==> config.mk <==
export PLATFORM = sky130hd
export DESIGN_NAME = imu_tilt_complementary_filter
export DESIGN_NICKNAME = d
export VERILOG_FILES = /design/src/design/cfk_pkg.sv /design/src/design/cfk_cordic.sv /design/src/design/cfk_cdiv.sv /design/src/design/cfk_smul.sv /design/src/design/imu_tilt_complementary_filter.sv
export SDC_FILE = /design/constraint.sdc
export NUM_CORES = 2
export LEC_CHECK = 0
export ABC_AREA = 1
export BUFFER_PORTS_ARGS = -buffer_cell sky130_fd_sc_hd__buf_2
export CORE_MARGIN = 10
export CORE_UTILIZATION = 45
export CTS_CLUSTER_SIZE = 14
export DETAILED_ROUTE_END_ITERATION = 16
export HOLD_SLACK_MARGIN = 0.05
export REMOVE_ABC_BUFFERS = 1
export SLEW_MARGIN = 20
export SYNTH_ARGS = -nofsm -noshare
export SYNTH_HDL_FRONTEND = slang
export SYNTH_HIERARCHICAL = 1
export SYNTH_SLANG_ARGS = --single-unit
==> constraint.sdc <==
create_clock -name clk -period 11.55 [get_ports clk]
set_input_delay 2.31 -clock clk [delete_from_list [all_inputs] [get_ports clk]]
set_output_delay 2.31 -clock clk [all_outputs]
set_load 0.01 [all_outputs]
==> src/design/cfk_pkg.sv <==
// ----------------------------------------------------------------------------
// cfk_pkg
// shared widths, codes, angle table and helpers for the tilt filter
// ----------------------------------------------------------------------------
package cfk_pkg;

  localparam int CORDIC_STEPS = 16;
  localparam int STEP_W       = $clog2(CORDIC_STEPS);
  localparam int TAB_IDX_W    = 5;
  localparam int VEC_W        = 36;
  localparam int ANG_W        = 30;
  localparam int ACC_W        = 26;
  localparam int TAB_W        = 26;

  localparam int DIV_W        = 36;
  localparam int DIV_CNT_W    = $clog2(DIV_W);
  localparam int REM_W        = 8;
  localparam logic [REM_W:0] DIV_CONST = 9'd164;

  localparam int MCAND_W      = 34;
  localparam int MPLR_W       = 16;
  localparam int MUL_CNT_W    = $clog2(MPLR_W);
  localparam int PROD_W       = MCAND_W + MPLR_W;

  localparam int CFG_IDX_W    = 2;
  localparam logic [CFG_IDX_W-1:0] CFG_BLEND  = 2'd0;
  localparam logic [CFG_IDX_W-1:0] CFG_PERIOD = 2'd1;
  localparam logic [CFG_IDX_W-1:0] CFG_WARMUP = 2'd2;

  typedef enum logic [2:0] {
    ST_IDLE,
    ST_PITCH,
    ST_YAW,
    ST_BLEND,
    ST_DONE
  } seq_state_t;

  // arctangent of 2^-i in degrees, 20 fraction bits
  function automatic logic [TAB_W-1:0] atan_entry(input logic [TAB_IDX_W-1:0] idx);
    logic [TAB_W-1:0] v;
    case (idx)
      5'd0:    v = 26'd47185920;
      5'd1:    v = 26'd27855475;
      5'd2:    v = 26'd14718068;
      5'd3:    v = 26'd7471121;
      5'd4:    v = 26'd3750058;
      5'd5:    v = 26'd1876857;
      5'd6:    v = 26'd938658;
      5'd7:    v = 26'd469357;
      5'd8:    v = 26'd234682;
      5'd9:    v = 26'd117342;
      5'd10:   v = 26'd58671;
      5'd11:   v = 26'd29335;
      5'd12:   v = 26'd14668;
      5'd13:   v = 26'd7334;
      5'd14:   v = 26'd3667;
      5'd15:   v = 26'd1833;
      5'd16:   v = 26'd917;
      5'd17:   v = 26'd458;
      5'd18:   v = 26'd229;
      5'd19:   v = 26'd115;
      5'd20:   v = 26'd57;
      5'd21:   v = 26'd29;
      5'd22:   v = 26'd14;
      5'd23:   v = 26'd7;
      default: v = '0;
    endcase
    return v;
  endfunction

  // whole degrees, truncated toward zero, saturated to 16 bits
  function automatic logic signed [15:0] whole16(input logic signed [39:0] v);
    logic signed [23:0] t;
    logic signed [15:0] r;
    t = v[39:16];
    if (v[39] && (v[15:0] != 16'd0)) begin
      t = t + 24'sd1;
    end
    if (t > 24'sd32767) begin
      r = 16'sh7fff;
    end else if (t < -24'sd32768) begin
      r = 16'sh8000;
    end else begin
      r = t[15:0];
    end
    return r;
  endfunction

endpackage

==> src/design/cfk_cordic.sv <==
// ----------------------------------------------------------------------------
// cfk_cordic
// vectoring cordic, one rotation per cycle, atan2(x accel, z accel) in degrees
// ----------------------------------------------------------------------------
module cfk_cordic
  import cfk_pkg::*;
(
  input  logic                     clk,
  input  logic                     rst_n,
  input  logic                     start,
  input  logic signed [15:0]       accel_x,
  input  logic signed [15:0]       accel_z,
  output logic                     busy,
  output logic signed [ACC_W-1:0]  angle
);

  logic signed [VEC_W-1:0] x_r, x_nxt, y_r, y_nxt, tx, ty, x0, y0;
  logic signed [ANG_W-1:0] z_r, z_nxt, z0, tab, zr;
  logic [STEP_W-1:0]       step_r, step_nxt;
  logic                    busy_r, busy_nxt, zero_r, zero_nxt;

  assign x0 = {{4{accel_z[15]}}, accel_z, 16'b0};
  assign y0 = {{4{accel_x[15]}}, accel_x, 16'b0};
  assign tx = x_r >>> step_r;
  assign ty = y_r >>> step_r;
  assign tab = {{(ANG_W-TAB_W){1'b0}}, atan_entry(TAB_IDX_W'(step_r))};

  always_comb begin
    x_nxt = x_r;
    y_nxt = y_r;
    z_nxt = z_r;
    step_nxt = step_r;
    busy_nxt = busy_r;
    zero_nxt = zero_r;
    z0 = '0;
    if (start) begin
      zero_nxt = (accel_x == 16'sd0) && (accel_z == 16'sd0);
      step_nxt = '0;
      busy_nxt = 1'b1;
      if (accel_z[15]) begin
        x_nxt = -x0;
        y_nxt = -y0;
        z0 = accel_x[15] ? -30'sd188743680 : 30'sd188743680;
      end else begin
        x_nxt = x0;
        y_nxt = y0;
      end
      z_nxt = z0;
    end else if (busy_r) begin
      if (!y_r[VEC_W-1]) begin
        x_nxt = x_r + ty;
        y_nxt = y_r - tx;
        z_nxt = z_r + tab;
      end else begin
        x_nxt = x_r - ty;
        y_nxt = y_r + tx;
        z_nxt = z_r - tab;
      end
      step_nxt = step_r + 1'b1;
      if (step_r == STEP_W'(CORDIC_STEPS - 1)) begin
        busy_nxt = 1'b0;
      end
    end
  end

  always_ff @(posedge clk) begin
    if (!rst_n) begin
      busy_r <= 1'b0;
      step_r <= '0;
    end else begin
      busy_r <= busy_nxt;
      step_r <= step_nxt;
    end
    x_r <= x_nxt;
    y_r <= y_nxt;
    z_r <= z_nxt;
    zero_r <= zero_nxt;
  end

  // round 20 fraction bits down to 16
  assign zr = z_r + 30'sd8;
  assign angle = zero_r ? '0 : zr[ANG_W-1:4];
  assign busy = busy_r;

  property p_step_zero_when_idle;
    @(posedge clk) disable iff (!rst_n) (busy_r && !busy_nxt) |=> (step_r == '0);
  endproperty
  a_step_zero_when_idle: assert property (p_step_zero_when_idle)
    else $error("cordic step counter did not wrap at the end of a run");

  property p_start_runs;
    @(posedge clk) disable iff (!rst_n) start |=> busy_r && (step_r == '0);
  endproperty
  a_start_runs: assert property (p_start_runs)
    else $error("cordic did not begin a run after start");

  property p_zero_angle;
    @(posedge clk) disable iff (!rst_n) (!busy_r && zero_r) |-> (angle == '0);
  endproperty
  a_zero_angle: assert property (p_zero_angle)
    else $error("zero vector gave a nonzero angle");

endmodule

==> src/design/cfk_cdiv.sv <==
// ----------------------------------------------------------------------------
// cfk_cdiv
// bit-serial restoring divider by the constant 164, one quotient bit a cycle
// ----------------------------------------------------------------------------
module cfk_cdiv
  import cfk_pkg::*;
(
  input  logic             clk,
  input  logic             rst_n,
  input  logic             start,
  input  logic [DIV_W-1:0] dividend,
  output logic             busy,
  output logic [DIV_W-1:0] quotient
);

  logic [DIV_W-1:0]     num_r, num_nxt, quo_r, quo_nxt;
  logic [REM_W-1:0]     rem_r, rem_nxt;
  logic [DIV_CNT_W-1:0] cnt_r, cnt_nxt;
  logic                 busy_r, busy_nxt, qbit;
  logic [REM_W:0]       trial, diff;

  assign trial = {rem_r, num_r[DIV_W-1]};
  assign qbit  = (trial >= DIV_CONST);
  assign diff  = trial - DIV_CONST;

  always_comb begin
    num_nxt = num_r;
    quo_nxt = quo_r;
    rem_nxt = rem_r;
    cnt_nxt = cnt_r;
    busy_nxt = busy_r;
    if (start) begin
      num_nxt = dividend;
      quo_nxt = '0;
      rem_nxt = '0;
      cnt_nxt = '0;
      busy_nxt = 1'b1;
    end else if (busy_r) begin
      num_nxt = {num_r[DIV_W-2:0], 1'b0};
      quo_nxt = {quo_r[DIV_W-2:0], qbit};
      rem_nxt = qbit ? diff[REM_W-1:0] : trial[REM_W-1:0];
      cnt_nxt = cnt_r + 1'b1;
      if (cnt_r == DIV_CNT_W'(DIV_W - 1)) begin
        busy_nxt = 1'b0;
      end
    end
  end

  always_ff @(posedge clk) begin
    if (!rst_n) begin
      busy_r <= 1'b0;
      cnt_r <= '0;
    end else begin
      busy_r <= busy_nxt;
      cnt_r <= cnt_nxt;
    end
    num_r <= num_nxt;
    quo_r <= quo_nxt;
    rem_r <= rem_nxt;
  end

  assign busy = busy_r;
  assign quotient = quo_r;

  property p_rem_bound;
    @(posedge clk) disable iff (!rst_n) busy_r |-> (rem_r < DIV_CONST[REM_W-1:0]);
  endproperty
  a_rem_bound: assert property (p_rem_bound)
    else $error("partial remainder reached the divisor");

  property p_start_clears;
    @(posedge clk) disable iff (!rst_n) start |=> busy_r && (rem_r == '0) && (cnt_r == '0);
  endproperty
  a_start_clears: assert property (p_start_clears)
    else $error("divider not cleared on start");

  property p_finish;
    @(posedge clk) disable iff (!rst_n)
      (busy_r && !start && (cnt_r == DIV_CNT_W'(DIV_W - 1))) |=> !busy_r;
  endproperty
  a_finish: assert property (p_finish)
    else $error("divider ran past its last bit");

endmodule

==> src/design/cfk_smul.sv <==
// ----------------------------------------------------------------------------
// cfk_smul
// serial shift-add multiplier, signed multiplicand by unsigned 16-bit weight
// ----------------------------------------------------------------------------
module cfk_smul
  import cfk_pkg::*;
(
  input  logic                      clk,
  input  logic                      rst_n,
  input  logic                      start,
  input  logic signed [MCAND_W-1:0] mcand,
  input  logic [MPLR_W-1:0]         mplr,
  output logic                      busy,
  output logic signed [PROD_W-1:0]  prod
);

  logic signed [PROD_W-1:0] acc_r, acc_nxt, mc_r, mc_nxt;
  logic [MPLR_W-1:0]        mp_r, mp_nxt;
  logic [MUL_CNT_W-1:0]     cnt_r, cnt_nxt;
  logic                     busy_r, busy_nxt;

  always_comb begin
    acc_nxt = acc_r;
    mc_nxt = mc_r;
    mp_nxt = mp_r;
    cnt_nxt = cnt_r;
    busy_nxt = busy_r;
    if (start) begin
      acc_nxt = '0;
      mc_nxt = {{MPLR_W{mcand[MCAND_W-1]}}, mcand};
      mp_nxt = mplr;
      cnt_nxt = '0;
      busy_nxt = 1'b1;
    end else if (busy_r) begin
      if (mp_r[0]) begin
        acc_nxt = acc_r + mc_r;
      end
      mc_nxt = mc_r <<< 1;
      mp_nxt = mp_r >> 1;
      cnt_nxt = cnt_r + 1'b1;
      if (cnt_r == MUL_CNT_W'(MPLR_W - 1)) begin
        busy_nxt = 1'b0;
      end
    end
  end

  always_ff @(posedge clk) begin
    if (!rst_n) begin
      busy_r <= 1'b0;
      cnt_r <= '0;
      acc_r <= '0;
    end else begin
      busy_r <= busy_nxt;
      cnt_r <= cnt_nxt;
      acc_r <= acc_nxt;
    end
    mc_r <= mc_nxt;
    mp_r <= mp_nxt;
  end

  assign busy = busy_r;
  assign prod = acc_r;

  property p_start_loads;
    @(posedge clk) disable iff (!rst_n) start |=> busy_r && (acc_r == '0);
  endproperty
  a_start_loads: assert property (p_start_loads)
    else $error("multiplier not cleared on start");

  property p_hold_after;
    @(posedge clk) disable iff (!rst_n) (!busy_r && !start) |=> $stable(acc_r);
  endproperty
  a_hold_after: assert property (p_hold_after)
    else $error("product changed while idle");

  property p_finish;
    @(posedge clk) disable iff (!rst_n)
      (busy_r && !start && (cnt_r == MUL_CNT_W'(MPLR_W - 1))) |=> !busy_r;
  endproperty
  a_finish: assert property (p_finish)
    else $error("multiplier ran past its last bit");

endmodule

==> src/design/imu_tilt_complementary_filter.sv <==
// ----------------------------------------------------------------------------
// imu_tilt_complementary_filter
// complementary pitch filter with cordic accel pitch and gyro yaw integration
// ----------------------------------------------------------------------------
// in_*  : one imu sample per word (x and z accel, y and z rate, signed 16 bit)
// out_* : one result word per sample: pitch, yaw, pitch_valid
// cfg_* : register writes (0 blend weight, 1 sample period, 2 warm-up count),
//         always ready, write only while no sample is in flight; index 3 is ignored
// one sample is worked at a time; in_ready is high only while idle
// from input word to output word a sample passes these steps in order:
//   serial divide for the gyro pitch term (cordic runs alongside),
//   serial divide for the yaw rate, serial blend multiply, with a step
//   each to start the yaw divide, start the multiply, finish the blend
//   and load the output
// a new sample is taken only once the last one is finished, and each
// sample makes two passes through the bit-serial divider
// a finished word waits in the output register; if the receiver stalls the
// next sample may still be taken and worked, then waits for the register
// reset clears pitch, yaw and sample count and loads the default registers
// ----------------------------------------------------------------------------
module imu_tilt_complementary_filter
  import cfk_pkg::*;
(
  input  logic                  clk,
  input  logic                  rst_n,
  input  logic                  in_valid,
  output logic                  in_ready,
  input  logic signed [15:0]    in_accel_x_raw,
  input  logic signed [15:0]    in_accel_z_raw,
  input  logic signed [15:0]    in_rate_y_raw,
  input  logic signed [15:0]    in_rate_z_raw,
  output logic                  out_valid,
  input  logic                  out_ready,
  output logic signed [15:0]    out_pitch_deg,
  output logic signed [15:0]    out_yaw_deg,
  output logic                  out_pitch_valid,
  input  logic                  cfg_valid,
  output logic                  cfg_ready,
  input  logic [CFG_IDX_W-1:0]  cfg_index,
  input  logic [15:0]           cfg_data
);

  seq_state_t state_r, state_nxt;

  logic [15:0]        blend_r, period_r, warmup_r, count_r, count_nxt;
  logic signed [31:0] fp_r;
  logic signed [39:0] yaw_r;
  logic signed [15:0] held_r, held_nxt;
  logic               valid_r, pitch_neg_r, yaw_neg_r;
  logic [18:0]        yaw_mag_r;
  logic signed [33:0] a_r;

  logic               accept, out_free;
  logic signed [32:0] gp;
  logic signed [35:0] gp10, gp_mag;
  logic signed [19:0] gz10, gz_mag;

  logic               cor_busy, div_busy, mul_busy;
  logic signed [ACC_W-1:0] acc_angle;
  logic               div_start, mul_start;
  logic [DIV_W-1:0]   div_dividend, div_quo;
  logic signed [PROD_W-1:0] prod;

  logic signed [29:0] dq, delta;
  logic signed [33:0] a_nxt, d;
  logic signed [12:0] yq;
  logic signed [21:0] inc;
  logic signed [40:0] yaw_sum;
  logic signed [39:0] yaw_sat;
  logic signed [51:0] b;
  logic signed [35:0] bs;
  logic signed [31:0] fp_sat;

  assign accept = in_valid && in_ready;
  assign out_free = !out_valid || out_ready;
  assign cfg_ready = 1'b1;

  // gyro pitch numerator rate_y * dt * 10, as sign and rounded magnitude
  assign gp = in_rate_y_raw * $signed({1'b0, period_r});
  assign gp10 = ({{3{gp[32]}}, gp} <<< 3) + ({{3{gp[32]}}, gp} <<< 1);
  assign gp_mag = gp10[35] ? -gp10 : gp10;
  assign gz10 = ({{4{in_rate_z_raw[15]}}, in_rate_z_raw} <<< 3)
              + ({{4{in_rate_z_raw[15]}}, in_rate_z_raw} <<< 1);
  assign gz_mag = gz10[19] ? -gz10 : gz10;

  assign count_nxt = (count_r == 16'hffff) ? count_r : count_r + 16'd1;

  cfk_cordic u_cordic (
    .clk     (clk),
    .rst_n   (rst_n),
    .start   (accept),
    .accel_x (in_accel_x_raw),
    .accel_z (in_accel_z_raw),
    .busy    (cor_busy),
    .angle   (acc_angle)
  );

  cfk_cdiv u_cdiv (
    .clk      (clk),
    .rst_n    (rst_n),
    .start    (div_start),
    .dividend (div_dividend),
    .busy     (div_busy),
    .quotient (div_quo)
  );

  cfk_smul u_smul (
    .clk   (clk),
    .rst_n (rst_n),
    .start (mul_start),
    .mcand (d),
    .mplr  (blend_r),
    .busy  (mul_busy),
    .prod  (prod)
  );

  // pitch path arithmetic
  assign dq = {1'b0, div_quo[28:0]};
  assign delta = pitch_neg_r ? -dq : dq;
  assign a_nxt = {{2{fp_r[31]}}, fp_r} - {{4{delta[29]}}, delta};
  assign d = {{(34-ACC_W){acc_angle[ACC_W-1]}}, acc_angle} - a_r;

  // yaw path: trunc(rate_z * 10 / 164) * 328
  assign yq = yaw_neg_r ? -$signed({1'b0, div_quo[11:0]}) : $signed({1'b0, div_quo[11:0]});
  assign inc = ({{9{yq[12]}}, yq} <<< 8) + ({{9{yq[12]}}, yq} <<< 6)
             + ({{9{yq[12]}}, yq} <<< 3);
  assign yaw_sum = {yaw_r[39], yaw_r} + {{19{inc[21]}}, inc};
  assign yaw_sat = (yaw_sum[40] != yaw_sum[39])
                 ? (yaw_sum[40] ? {1'b1, 39'b0} : {1'b0, {39{1'b1}}})
                 : yaw_sum[39:0];

  // blend: (a << 16) + w * (acc - a), rounded and saturated
  assign b = {{2{a_r[33]}}, a_r, 16'b0} + {{(52-PROD_W){prod[PROD_W-1]}}, prod}
           + 52'sd32768;
  assign bs = b[51:16];
  assign fp_sat = (bs[35:31] == 5'b00000 || bs[35:31] == 5'b11111)
                ? bs[31:0] : (bs[35] ? 32'sh80000000 : 32'sh7fffffff);

  assign held_nxt = valid_r ? whole16({{8{fp_r[31]}}, fp_r}) : held_r;

  always_comb begin
    state_nxt = state_r;
    case (state_r)
      ST_IDLE:  if (accept) state_nxt = ST_PITCH;
      ST_PITCH: if (!div_busy && !cor_busy) state_nxt = ST_YAW;
      ST_YAW:   if (!div_busy) state_nxt = ST_BLEND;
      ST_BLEND: if (!mul_busy) state_nxt = ST_DONE;
      ST_DONE:  if (out_free) state_nxt = ST_IDLE;
      default:  state_nxt = ST_IDLE;
    endcase
  end

  always_comb begin
    in_ready = 1'b0;
    div_start = 1'b0;
    div_dividend = gp_mag[DIV_W-1:0] + 36'd82;
    mul_start = 1'b0;
    case (state_r)
      ST_IDLE: begin
        in_ready = 1'b1;
        div_start = in_valid;
      end
      ST_PITCH: begin
        div_start = !div_busy && !cor_busy;
        div_dividend = {{(DIV_W-19){1'b0}}, yaw_mag_r};
      end
      ST_YAW: begin
        mul_start = !div_busy;
      end
      default: begin
        in_ready = 1'b0;
      end
    endcase
  end

  always_ff @(posedge clk) begin
    if (!rst_n) begin
      state_r <= ST_IDLE;
      blend_r <= 16'd229;
      period_r <= 16'd328;
      warmup_r <= 16'd600;
      count_r <= '0;
      fp_r <= '0;
      yaw_r <= '0;
      held_r <= '0;
      valid_r <= 1'b0;
      out_valid <= 1'b0;
    end else begin
      state_r <= state_nxt;
      if (cfg_valid && cfg_ready) begin
        case (cfg_index)
          CFG_BLEND:  blend_r <= cfg_data;
          CFG_PERIOD: period_r <= cfg_data;
          CFG_WARMUP: warmup_r <= cfg_data;
          default:    blend_r <= blend_r;
        endcase
      end
      if (accept) begin
        count_r <= count_nxt;
        valid_r <= (count_nxt > warmup_r);
      end
      if (state_r == ST_YAW && !div_busy) begin
        yaw_r <= yaw_sat;
      end
      if (state_r == ST_BLEND && !mul_busy) begin
        fp_r <= fp_sat;
      end
      if (state_r == ST_DONE) begin
        held_r <= held_nxt;
      end
      if (state_r == ST_DONE && out_free) begin
        out_valid <= 1'b1;
      end else if (out_ready) begin
        out_valid <= 1'b0;
      end
    end
    if (accept) begin
      pitch_neg_r <= gp10[35];
      yaw_neg_r <= gz10[19];
      yaw_mag_r <= gz_mag[18:0];
    end
    if (state_r == ST_PITCH && !div_busy && !cor_busy) begin
      a_r <= a_nxt;
    end
    if (state_r == ST_DONE && out_free) begin
      out_pitch_deg <= held_nxt;
      out_yaw_deg <= whole16(yaw_r);
      out_pitch_valid <= valid_r;
    end
  end

  property p_accept_starts_units;
    @(posedge clk) disable iff (!rst_n) accept |=> (state_r == ST_PITCH) && div_busy && cor_busy;
  endproperty
  a_accept_starts_units: assert property (p_accept_starts_units)
    else $error("sample taken without starting the divider and cordic");

  property p_blend_after_divides;
    @(posedge clk) disable iff (!rst_n) (state_r == ST_BLEND) |-> !div_busy && !cor_busy;
  endproperty
  a_blend_after_divides: assert property (p_blend_after_divides)
    else $error("blend running while a divide or cordic run is active");

  property p_word_only_from_done;
    @(posedge clk) disable iff (!rst_n) $rose(out_valid) |-> $past(state_r == ST_DONE);
  endproperty
  a_word_only_from_done: assert property (p_word_only_from_done)
    else $error("result word raised outside the finish step");

endmodule
Yosys cells after proc, flatten, opt, wreduce, memory -nomap -nowiden
Memory sizes are Yosys's and may differ from the RTL's. A register that Yosys moved wholly into a read port is not among the register bits.
Cells that the tools add are included.
Operators by class
  order comparisons: 6
  eq/ne operators: 17
  shift operators: 2
  $add $sub $neg: 31
  bitwise operators: 1
  mux-type cells: 60
  reductions and logical operators: 35
  $mul: 1
Operator list (count)
  2-to-1 mux 36 bit: 12
  2-to-1 mux 30 bit: 6
  2-to-1 mux 16 bit: 7
  adder 36 bit: 3
  2-to-1 mux 50 bit: 2
  2-to-1 mux 40 bit: 2
  2-to-1 mux 24 bit: 3
  negator 32 -> 36 bit: 2
  >>> shifter 36 x 4 -> 36 bit: 2
  subtractor 36 bit: 2
  2-to-1 mux 32 bit: 2
  adder 51 x 17 -> 52 bit (second input constant): 1
  adder 49 x 50 -> 51 bit: 1
  adder 50 bit: 1
  greater-than comparator 24 x 16 -> 1 bit (second input constant): 2
  < comparator 24 x 16 -> 1 bit (second input constant): 2
  adder 40 x 22 -> 41 bit: 1
  adder 36 x 7 -> 36 bit (second input constant): 1
  negator 36 bit: 1
  subtractor 26 x 33 -> 34 bit: 1
  multiplier 16 x 17 -> 33 bit: 1
  subtractor 32 x 30 -> 33 bit: 1
  logical NOT 16 bit: 2
  nonzero test 16 bit: 2
  other kinds (48): 93
Storage, ports and cells
  output and inout bits: 36
  register bits: 553
  memories kept: 1
  bits in read-only memories: 416
Memories
  (name not given): depth 16, width 26, read ports 1, clocked after Yosys merged registers in 1, wr ports 0, RTL line cfk_pkg.sv:41  | case (idx)

Depth between registers and ports, before layout
  depth after elaboration: 7
  mapped depth: 55
  gate-level depth less buffers: 52

By module
Netlist, hierarchy kept.
Modules (own cells, without submodules)
  imu_tilt_complementary_filter: times used 1, area each 33898.8 um^2, cells each 5005
  cfk_cordic: times used 1, area each 17969.7 um^2, cells each 2993
  cfk_smul: times used 1, area each 9206.3 um^2, cells each 1436
  cfk_cdiv: times used 1, area each 3570.9 um^2, cells each 384

Least setup slack after synthesis
Ideal clock, no wire load.
  kind: input -> register
  start: in in_rate_y_raw[9]
  end: reg u_cdiv.num_r[21], data pin
  buffers on the path: 3
  data required time: 11.298 ns
  library setup time: 0.252 ns
  arrival time: 10.134 ns
  slack: 1.164 ns
  stages on the path: 51
  cells stage by stage: clkbuf_1 > clkbuf_1 > nand2_1 > fa_1 > inv_1 > fa_1 > inv_1 > fa_1 > inv_1 > fa_1 > fa_1 > inv_1 > fa_1 > inv_1 > ha_1 > nand2_1 > inv_1 > nand2_1 > (+15 left out) > nor2_2 > clkbuf_1 > nand3_1 > nand2_1 > inv_1 > ha_1 > nand3_1 > nand2_1 > nand2_1 > nand2_2 > nand2_2 > inv_2 > nand4_1 > nand2_1 > nand2_1 > nor2_1 > nand2_1 > nand2_1
On the way
  cells in the longest elaborated chain, start to end: 7
RTL lines
  from (decl): RTL line imu_tilt_complementary_filter.sv:30  | input logic signed [15:0] in_rate_y_raw,
  multiplier 16 x 17 -> 33 bit *: RTL line imu_tilt_complementary_filter.sv:79  | assign gp = in_rate_y_raw * $signed({1'b0, period_r});
  adder 36 bit *: RTL line imu_tilt_complementary_filter.sv:80  | assign gp10 = ({{3{gp[32]}}, gp} <<< 3) + ({{3{gp[32]}}, gp} <<< 1);
  negator 36 bit: RTL line imu_tilt_complementary_filter.sv:81  | assign gp_mag = gp10[35] ? -gp10 : gp10;
  2-to-1 mux 36 bit *: RTL line imu_tilt_complementary_filter.sv:81
  adder 36 x 7 -> 36 bit *: RTL line imu_tilt_complementary_filter.sv:156  | div_dividend = gp_mag[DIV_W-1:0] + 36'd82;
  2-to-1 mux 36 bit *: RTL line imu_tilt_complementary_filter.sv:158  | case (state_r)
  named net div_dividend[21]: RTL line imu_tilt_complementary_filter.sv:61  | logic [DIV_W-1:0] div_dividend, div_quo;
  2-to-1 mux 36 bit *: RTL line cfk_cdiv.sv:32  | if (start) begin
  named net u_cdiv.num_nxt[21]: RTL line cfk_cdiv.sv:16  | logic [DIV_W-1:0] num_r, num_nxt, quo_r, quo_nxt;
  to (signal assigned): RTL line cfk_cdiv.sv:57  | num_r <= num_nxt;
  to (decl): RTL line cfk_cdiv.sv:16
Mark *: on every way through the listed nets, which the timed path passes. The rest lies on a longest branch.
A chain may end at the register's enable or synchronous reset.

Worst setup path after layout
  start: in in_rate_y_raw[6]
  end: reg u_cdiv.num_r[25], data pin
Same word-level chain as after synthesis.

==> impl_metrics.csv <==
group,metric,value,unit
outcome,status,"finished clean",
global_route,grt_max_degree,82,
final_layout,nFillCells,14800,
final_layout,drive_above_1_share,6.26,%
setup_path,r2r.worst_path.cells,44,
clock_network,cts_tree,"yes",
floorplanning,dieArea,159000,um^2
synth,yosys_warnings,6,
global_route,overflow,0,
setup_path,worst_ep_arrival_time,10.96,ns
min_path,hold_depth,2,
timing,rsz0062_at_grt,"no",
timing,fmax,0.0949,GHz
final_layout,utilization,48.6,%
detailed_routing,via_per_inst,5.29,
place,dpl.cell_count,11600,
floorplanning,die_h,398,um
detailed_routing,wl_per_cell,17.3,um
final_layout,layout.cells.non_filler,11700,
clock_network,path_clk_slew,0.06,ns
global_route,antenna_found_initial,2,
timing,finClkSkew,0.0365,ns
final_layout,final-seq-area,14400,um^2
floorplanning,core-area,142000,um^2
clock_network,clock_sinks,576,
timing,tightest_slew,1.05,ns
clock_network,cts_resized,0,
floorplanning,start_util,45.4,%
detailed_routing,drt_iter0_drc,4676,
place,place_congestion,0.983,
global_route,grt_pass1_wl,325000,um
synth,syn_avg_cell_area,6.58,um^2
clock_network,post_cts_buffers,0,
global_route,grt_pass1_vias,59700,
setup_path,start_kind,"input port",
timing,period_needed,10.54,ns
floorplanning,num_io_pins,123,
setup_path,max_stage_delay,0.55,ns
final_layout,area_growth,7.10,%
detailed_routing,drc,0,
final_layout,nets,10600,
min_path,hold_class,"flop to flop",
final_layout,multi_input_area,42800,um^2
run,max_cap_violations,0,
floorplanning,rows,138,
setup_path,worst_setup_path_end_kind,"flop",
clock_network,cts_max_path_buffers,3,
synth,syn_inst,9797,
detailed_routing,postRouteAntennaNets,0,
timing,setup_violations,0,
setup_path,slowest_stage,"fa_1",
clock_network,clk-insertion-delay-late,0.69,ns
synth,syn_area,64400,um^2
setup_path,crit_type,"input port to flop",
timing,slew_headroom,29.3,%
setup_path,critPathRequiredTime,11.97,ns
global_route,grtUsageTotal,25.0,%
setup_path,critPathMaxFanout,42,
timing,tns,0,ns
final_layout,n_antenna_cell,0,
setup_path,crit_path_frequent_cell,"nand2_1",
place,portBuffers,121,
detailed_routing,wl,202000,um
clock_network,ctsHoldBuffers,0,
clock_network,cts_buffers,74,
place,place_hpwl,163000,um
clock_network,root_buffer,"clkbuf_16",
clock_network,htree_levels,3,
detailed_routing,dr.pass1.iters,6,
timing,maxSlewViolCount,0,
floorplanning,die_x,398,um
detailed_routing,via_count,62000,
timing,hold_viol_final,0,
timing,finalCritPeriodShare,91.3,%
state kept, by name, summed over array words and instances (netlist names), 18 cells and up:
| signal | cells |
|---|---|
| u_smul/mc_r | 50 |
| u_smul/prod | 50 |
| yaw_r | 38 |
| u_cdiv/num_r | 36 |
| u_cordic/x_r | 36 |
| u_cordic/y_r | 36 |
| a_r | 33 |
| fp_r | 32 |
| u_cordic/z_r | 30 |
| u_cdiv/quotient | 29 |
| u_cordic/tab | 26 |
| yaw_mag_r | 18 |
placed cells by master, fill, tap and decap left out, types with 76 or more instances in the layout:
cell and n:
buf_2 120, inv_1 1520, xnor2_1 117, clkbuf_16 76, fa_1 215, nor2_1 833
nand3_1 707, a21oi_1 627, nor3_1 112, edfxtp_1 291, nand2_1 2677, ha_1 513
dfxtp_1 281, o21ai_0 471, nand2_2 77, xor2_1 263, nand4_1 112
stage by stage:
stage	worst slack [ns]	hold WS (ns)	area [um^2]
final	1.01	0.459	69000
after detailed placement	0.429	0.446	66500
after CTS	1.11	0.461	69000
after global routing	0.283	0.489	69000
after floorplan	1.10	0.429	63200
after global placement	0.551	0.442	66500
worst max-delay path: cells and delay by family:
family          cells  cell delay [ns]
compound gates      4             0.62
simple gates       25             3.02
fa+ha+maj           9             4.03
buf+inv             7             0.54
xor+xnor            2             0.42
layer usage:
metal	GRT usage (%)	vias up	part of all wire [%]
met3	4.05	268	6.1
met2	39.9	1597	44
met1	35.2	28600	48
met5	0.363	-	0.045
li1	-	31500	-
met4	5.90	4	2.5
final cells by class:
class / count / share of cell area [%]
multi-input combinational: 7354 / 62.0
sequential: 576 / 20.9
inverter: 1592 / 8.67
tap: 1890 / 3.43
clock buffer: 106 / 3.12
timing repair buffer: 165 / 1.36
clock inverter: 32 / 0.442
worst paths after layout:
path	startpoint	to	slack [ns]
worst min register to register	blend_r[7]	blend_r[7]	0.46
worst min-delay path	blend_r[7]	blend_r[7]	0.46
worst max-delay path	in_rate_y_raw[6]	u_cdiv/num_r[25]	1.01
worst max register to register	period_r[9]	u_cdiv/num_r[25]	1.91
Power is not shown: default switching activity piles up to over one toggle a cycle in this logic, so the estimate is an artifact.
